$ cat src/crc8_pkg.sv
// Package with the types, register indexes and byte fold function of the CRC-8 stream block.
package crc8_pkg;

  localparam int unsigned ByteW   = 8;
  localparam int unsigned CfgAddrW = 2;

  localparam logic [ByteW-1:0] TopBit       = 8'h80;
  localparam logic [ByteW-1:0] PolyReset    = 8'h07;
  localparam logic [ByteW-1:0] InitReset    = 8'h00;
  localparam logic [ByteW-1:0] XorOutReset  = 8'h00;

  // Configuration register indexes.
  typedef enum logic [CfgAddrW-1:0] {
    CFG_POLY    = 2'd0,
    CFG_INIT    = 2'd1,
    CFG_XOR_OUT = 2'd2
  } cfg_reg_e;

  // Configuration register set.
  typedef struct packed {
    logic [ByteW-1:0] poly;
    logic [ByteW-1:0] init_value;
    logic [ByteW-1:0] xor_out;
  } cfg_t;

  // XOR one byte into the register, then shift eight times MSB first.
  function automatic logic [ByteW-1:0] fold_byte(input logic [ByteW-1:0] start,
                                                 input logic [ByteW-1:0] in_byte,
                                                 input logic [ByteW-1:0] gen);
    logic [ByteW-1:0] acc;
    acc = start ^ in_byte;
    for (int k = 0; k < ByteW; k++) begin
      if ((acc & TopBit) != '0) begin
        acc = {acc[ByteW-2:0], 1'b0} ^ gen;
      end else begin
        acc = {acc[ByteW-2:0], 1'b0};
      end
    end
    return acc;
  endfunction

endpackage

$ cat src/crc8_core.sv
// Running CRC register and message start flag, updated once per consumed byte.
module crc8_core (
  input  logic                       clk_i,
  input  logic                       rst_ni,
  input  logic                       en_i,
  input  logic [crc8_pkg::ByteW-1:0] data_i,
  input  logic                       last_i,
  input  crc8_pkg::cfg_t             cfg_i,
  output logic [crc8_pkg::ByteW-1:0] result_o
);

  logic [crc8_pkg::ByteW-1:0] crc_q, crc_d;
  logic                       at_start_q, at_start_d;
  logic [crc8_pkg::ByteW-1:0] base;

  // A message starts from the initial value, otherwise from the running register.
  always_comb begin
    base       = at_start_q ? cfg_i.init_value : crc_q;
    crc_d      = crc8_pkg::fold_byte(base, data_i, cfg_i.poly);
    at_start_d = last_i;
    result_o   = crc_d ^ cfg_i.xor_out;
  end

  // State update on each consumed byte.
  always_ff @(posedge clk_i or negedge rst_ni) begin
    if (!rst_ni) begin
      crc_q      <= '0;
      at_start_q <= 1'b1;
    end else if (en_i) begin
      crc_q      <= crc_d;
      at_start_q <= at_start_d;
    end
  end

endmodule

$ cat src/crc8_msb_first_stream.sv
// Top level of the streaming MSB-first CRC-8 with configurable polynomial, init and xorout.
//
//  channel   direction  payload                              request taken when
//  s_axis    in         tdata[7:0]=data_byte, tlast=last     s_axis_tvalid_i & s_axis_tready_o
//  m_axis    out        tdata[7:0]=crc_value                 m_axis_tvalid_o & m_axis_tready_i
//  cfg       in         cfg_addr_i=index, cfg_wdata_i=value  cfg_valid_i & cfg_ready_o
//
// One byte per cycle unless a last byte waits on a stalled output: a byte is registered,
// folded combinationally by the eight unrolled XOR-shift steps of the core, and a
// finished CRC lands in the output register. The result of a last byte passes the
// input stage and then the output register before it shows on m_axis.
// Reset restores poly 0x07, init 0x00, xorout 0x00 and arms a new message.
// A stalled output only holds the input stage when the byte waiting there is a last byte.
module crc8_msb_first_stream (
  input  logic                          clk_i,
  input  logic                          rst_ni,
  // s_axis_tdata_i: [7:0] data_byte
  input  logic [crc8_pkg::ByteW-1:0]    s_axis_tdata_i,
  input  logic                          s_axis_tlast_i,
  input  logic                          s_axis_tvalid_i,
  output logic                          s_axis_tready_o,
  // m_axis_tdata_o: [7:0] crc_value
  output logic [crc8_pkg::ByteW-1:0]    m_axis_tdata_o,
  output logic                          m_axis_tvalid_o,
  input  logic                          m_axis_tready_i,
  input  logic                          cfg_valid_i,
  output logic                          cfg_ready_o,
  input  logic [crc8_pkg::CfgAddrW-1:0] cfg_addr_i,
  input  logic [crc8_pkg::ByteW-1:0]    cfg_wdata_i
);

  crc8_pkg::cfg_t             cfg_q;
  logic                       in_valid_q;
  logic [crc8_pkg::ByteW-1:0] in_data_q;
  logic                       in_last_q;
  logic                       out_valid_q;
  logic [crc8_pkg::ByteW-1:0] out_data_q;
  logic [crc8_pkg::ByteW-1:0] result;
  logic                       in_fire;
  logic                       out_load;
  logic                       s_accept;

  // Configuration writes are always taken; unknown indexes are dropped.
  assign cfg_ready_o = 1'b1;

  always_ff @(posedge clk_i or negedge rst_ni) begin
    if (!rst_ni) begin
      cfg_q.poly       <= crc8_pkg::PolyReset;
      cfg_q.init_value <= crc8_pkg::InitReset;
      cfg_q.xor_out    <= crc8_pkg::XorOutReset;
    end else if (cfg_valid_i) begin
      case (cfg_addr_i)
        crc8_pkg::CFG_POLY:    cfg_q.poly       <= cfg_wdata_i;
        crc8_pkg::CFG_INIT:    cfg_q.init_value <= cfg_wdata_i;
        crc8_pkg::CFG_XOR_OUT: cfg_q.xor_out    <= cfg_wdata_i;
        default: ;
      endcase
    end
  end

  // The input stage moves on unless a last byte meets a full, stalled output register.
  always_comb begin
    in_fire         = in_valid_q && (!in_last_q || !out_valid_q || m_axis_tready_i);
    out_load        = in_fire && in_last_q;
    s_axis_tready_o = !in_valid_q || in_fire;
    s_accept        = s_axis_tvalid_i && s_axis_tready_o;
  end

  // Input stage control.
  always_ff @(posedge clk_i or negedge rst_ni) begin
    if (!rst_ni) begin
      in_valid_q <= 1'b0;
    end else if (s_axis_tready_o) begin
      in_valid_q <= s_axis_tvalid_i;
    end
  end

  // Input stage payload.
  always_ff @(posedge clk_i) begin
    if (s_accept) begin
      in_data_q <= s_axis_tdata_i;
      in_last_q <= s_axis_tlast_i;
    end
  end

  crc8_core u_core (
    .clk_i    (clk_i),
    .rst_ni   (rst_ni),
    .en_i     (in_fire),
    .data_i   (in_data_q),
    .last_i   (in_last_q),
    .cfg_i    (cfg_q),
    .result_o (result)
  );

  // Output register control.
  always_ff @(posedge clk_i or negedge rst_ni) begin
    if (!rst_ni) begin
      out_valid_q <= 1'b0;
    end else if (out_load) begin
      out_valid_q <= 1'b1;
    end else if (m_axis_tready_i) begin
      out_valid_q <= 1'b0;
    end
  end

  // Output register payload.
  always_ff @(posedge clk_i) begin
    if (out_load) begin
      out_data_q <= result;
    end
  end

  assign m_axis_tvalid_o = out_valid_q;
  assign m_axis_tdata_o  = out_data_q;

endmodule

$ cat config.mk
export PLATFORM = sky130hd
export DESIGN_NAME = crc8_msb_first_stream
export DESIGN_NICKNAME = d
export VERILOG_FILES = /design/src/crc8_pkg.sv /design/src/crc8_core.sv /design/src/crc8_msb_first_stream.sv
export SDC_FILE = /design/constraint.sdc
export NUM_CORES = 1
export LEC_CHECK = 0
export BUFFER_PORTS_ARGS = -buffer_cell sky130_fd_sc_hd__buf_2
export CORE_ASPECT_RATIO = 0.75
export CORE_MARGIN = 8
export CORE_UTILIZATION = 60
export CTS_CLUSTER_DIAMETER = 30
export DETAILED_ROUTE_END_ITERATION = 6
export PLACE_DENSITY = 0.77
export SLEW_MARGIN = 5
export SYNTH_ARGS = -nofsm -noshare
export SYNTH_HDL_FRONTEND = slang
export SYNTH_SLANG_ARGS = --single-unit
$ cat constraint.sdc
create_clock -name clk_i -period 4.6 [get_ports clk_i]
set_input_delay 0.69 -clock clk_i [delete_from_list [all_inputs] [get_ports clk_i]]
set_output_delay 0.69 -clock clk_i [all_outputs]
set_load 0.01 [all_outputs]
==> results <==
- The flow ran to the end, and the final reports show no timing, DRC or antenna violations.
- The CTS sink count is 52.
- Synthesis produced a netlist with a net count of 447.
- The worst register-to-register path has a depth of 17.
- The remaining number of nets flagged by the antenna check after routing is 0.
- The count of endpoints failing hold in the final timing report is 0.
- The placement row count is 25.
- The net total in the final layout is 488.
- In the finished design, the share of the clock period the worst path needs comes to 0.989.
- After detailed routing, the number of remaining DRC violations is 0.
- In the synthesized netlist, the cells that appear most often are 59 x sky130_fd_sc_hd__nand2_1, 43 x sky130_fd_sc_hd__xnor2_1, 31 x sky130_fd_sc_hd__dfrtp_1, 26 x sky130_fd_sc_hd__o21ai_0, 23 x sky130_fd_sc_hd__nor2_1.
- The per-cell via count in the routed design is 6.35.
- Of the post-synthesis cell area, the dominant cell type holds 0.194.
- The routed wire length is 10800 um.
- At the end of the flow the core is filled with cells to 0.727.
- The biggest area contributor in the post-synthesis netlist is sky130_fd_sc_hd__dfrtp_1.
- The total number of vias is 3466.
- For the worst-skew pair, the clock arrives at the later sink with an insertion delay of 0.31 ns.
- The count of fill cells added during filler insertion is 482.
- The tool flagged a number of max-cap violations equal to 0.
- In this run the standard cell core region covers 6380 um^2.
- The kind of capture point of the worst setup path is a flop.
- In this run the clock root is driven by a sky130_fd_sc_hd__clkbuf_8.
- The clock slew at the register clock pins of the worst setup and hold paths is 0.10 ns.
- The largest stage delay on the critical path is 0.67 ns.
- The number of failing setup endpoints in the final timing report is 0.
- Of all nets on the critical path, the largest fanout is 11.
- The worst min-delay path category is in -> async.
- The number of buffers inserted by hold repair at cts is 0.
- The warning count from the yosys run is 0.
- Synthesis inferred 52 register bits.
- The largest individual stage delay along the critical path comes from the cell sky130_fd_sc_hd__dfstp_2.
- The dominant register cell in the synthesized netlist is sky130_fd_sc_hd__dfrtp_1.
- STA puts the critical path data required time at 4.66 ns.
- The final RePlAce weighted congestion is 0.907.
- The sum of negative setup slack is 0 ns.
- The synthesis-to-finish area growth is 16.0%.
- In this run the cell area of the synthesized design comes to 4000 um^2.
- The final hold slack is 0.445 ns.
- The library cell with the highest instance count after synthesis is sky130_fd_sc_hd__nand2_1.
- The share of the Yosys chip area taken by registers is 0.348.
- The total count of max-transition violations in the final report came to 0.
- The leftover overflow at the end of global routing is 0.
- Counting distinct cell types in the post-synthesis netlist gives 72.
- With fillers left out, the area of the finished cells amounts to 4640 um^2.
- Static timing analysis puts the maximum clock frequency at 220 MHz.
- The worst-margin pin slew is 0.787 ns.
- After the first detailed-routing iteration, the DRC count stood at 320.
- Dividing the detail-routed wire length by the instance count gives 19.8 um.
- For the finished layout, the period the worst path requires is 4.55 ns.
- The number of buffers inserted during clock tree synthesis is 5.
- In the global route stage, overall resource usage came out at 0.221.
- TritonCTS built the clock tree.
- The number of enable flip-flop cells after synthesis is 17.
- The horizontal die dimension is 110 um.
- The maximum buffer depth of the clock tree is 2.
- The post-place instance area is 4290 um^2.
- Walking the worst path, the cells encountered are mux2i_4 > buf_12 > xnor2_4 > buf_4 > nand3_1 > nand4_1 > xnor2_2 > xnor3_2 > nor3_2 > a21oi_4 > a211o_1 > a22oi_2 > nor3_4 > buf_12 > mux2i_1 > xnor2_2 > xor2_1.
- The die covers 9560 um^2.
- The worst pin sits at a relative slew slack of 0.476.
- The worst setup path is of the reg -> reg kind.
- For this run, the detailed router's first-pass iteration total came to 5.
- A synthesized cell averages 9.45 um^2.
- The largest net degree at the start of global routing is 36.
- The synthesized instance count is 423.
- The number of global-route vias before repair is 3197.
- By area the synthesized netlist is led by sky130_fd_sc_hd__dfrtp_1 19%, sky130_fd_sc_hd__edfxtp_1 13%, sky130_fd_sc_hd__xnor2_1 9.4%.
- The initial antenna violation count is 0.
- The wire length of the first global-routing pass is 16500 um.
- The number of H-tree levels is 2.
- The worst setup path is launched from a flop.
- The data arrival time of the worst path is 4.60 ns.
- After legalization and detailed placement, the total HPWL measured 8050 um.
- The floorplan step set the die height to 86.7 um.
- The fraction of registers with async set or reset after synthesis is 0.673.
- The proportion of layout cells with a drive suffix above 1 is 0.301.
- Buffers placed on the I/O ports in this run total 33.
- The initial standard-cell utilization of the core is 0.626.
- Between clock sinks in the finished design, the worst skew comes to 0.00838 ns.
- The antenna diode count is 0.
- 35 I/O pins were placed.
==> path summary, 6_finish.rpt <==
path                                    from           endpoint  slack, ns
max                        u_core.at_start_q  m_axis_tdata_o[5]       0.05
min                                   rst_ni           cfg_q[0]       0.45
max reg2reg                u_core.at_start_q  m_axis_tdata_o[5]       0.05
min reg2reg                         cfg_q[9]           cfg_q[9]       0.52
max in group asynchronous             rst_ni          cfg_q[22]       3.65
min in group clk_i                  cfg_q[9]           cfg_q[9]       0.52
==> kinds of logic (layout without fill, tap and decap cells) <==
group	Yosys count	after routing	share of synthesized area
xor+xnor	66	66	0.166
buf+inv	34	76	0.0404
compound gates	92	92	0.161
mux	38	38	0.110
flops	52	52	0.348
other cells	1	1	0.000938
simple gates	140	140	0.174
==> repair_timing <==
item / CTS / global route
pin swaps: 0 / 5
gates resized for setup: 2 / 28
setup endpoints to repair: 2 / 15
setup buffers: 0 / 5
==> cell usage in the layout (no fill, tap or decap), types with 14 or more instances in the layout <==
cell,instances
sky130_fd_sc_hd__nand2_1,59
sky130_fd_sc_hd__xnor2_1,34
sky130_fd_sc_hd__buf_2,33
sky130_fd_sc_hd__dfrtp_1,31
sky130_fd_sc_hd__o21ai_0,25
sky130_fd_sc_hd__mux2_2,22
sky130_fd_sc_hd__buf_4,22
sky130_fd_sc_hd__nor2_1,21
sky130_fd_sc_hd__edfxtp_1,17
sky130_fd_sc_hd__xor2_1,14
==> flip-flops by register name (all words and copies together), names as in the netlist <==
signal / cells
cfg_q: 24
u_core.crc_q: 8
u_core.at_start_q: 1
in_last_q: 1
m_axis_tvalid_o: 1
in_data_q: 8
m_axis_tdata_o: 8
in_valid_q: 1
==> per-layer routing <==
metal,routed length [um],track usage,up-vias
met3,867,0.0474,23
met4,182,0.0470,0
met5,0,0,-
met2,4830,0.326,167
met1,4950,0.322,1680
li1,-,-,1596
==> layout make-up <==
cell class | instances | area (um^2) | share of cell area
flip-flops and latches | 52 | 1390 | 0.300
repair buffers | 57 | 370 | 0.0798
clock inverters | 3 | 27.5 | 0.00593
inverters | 11 | 41.3 | 0.00890
well taps | 81 | 101 | 0.0219
multi-input cells | 337 | 2640 | 0.569
clock buffers | 5 | 68.8 | 0.0148
==> stage by stage <==
| stage | setup slack [ns] | cells |
|---|---|---|
| after detailed placement | -0.00707 | 533 |
| after floorplan | 0.553 | 423 |
| after global placement | 0.0583 | 533 |
| after global routing | -0.0653 | 546 |
| after CTS | 0.0250 | 541 |
| final | 0.0527 | 546 |
==> worst max-delay path: cells and delay by family, from the launching register on <==
family | cells | cell delay, ns
buffers and inverters | 3 | 0.55
AO/OA/AOI/OAI | 3 | 0.65
flip-flops | 1 | 0.67
AND/OR/NAND/NOR | 4 | 0.59
XOR/XNOR | 5 | 1.24
multiplexers | 2 | 0.60
Power is not shown: default switching activity piles up to over one toggle a cycle in this logic, so the estimate is an artifact.
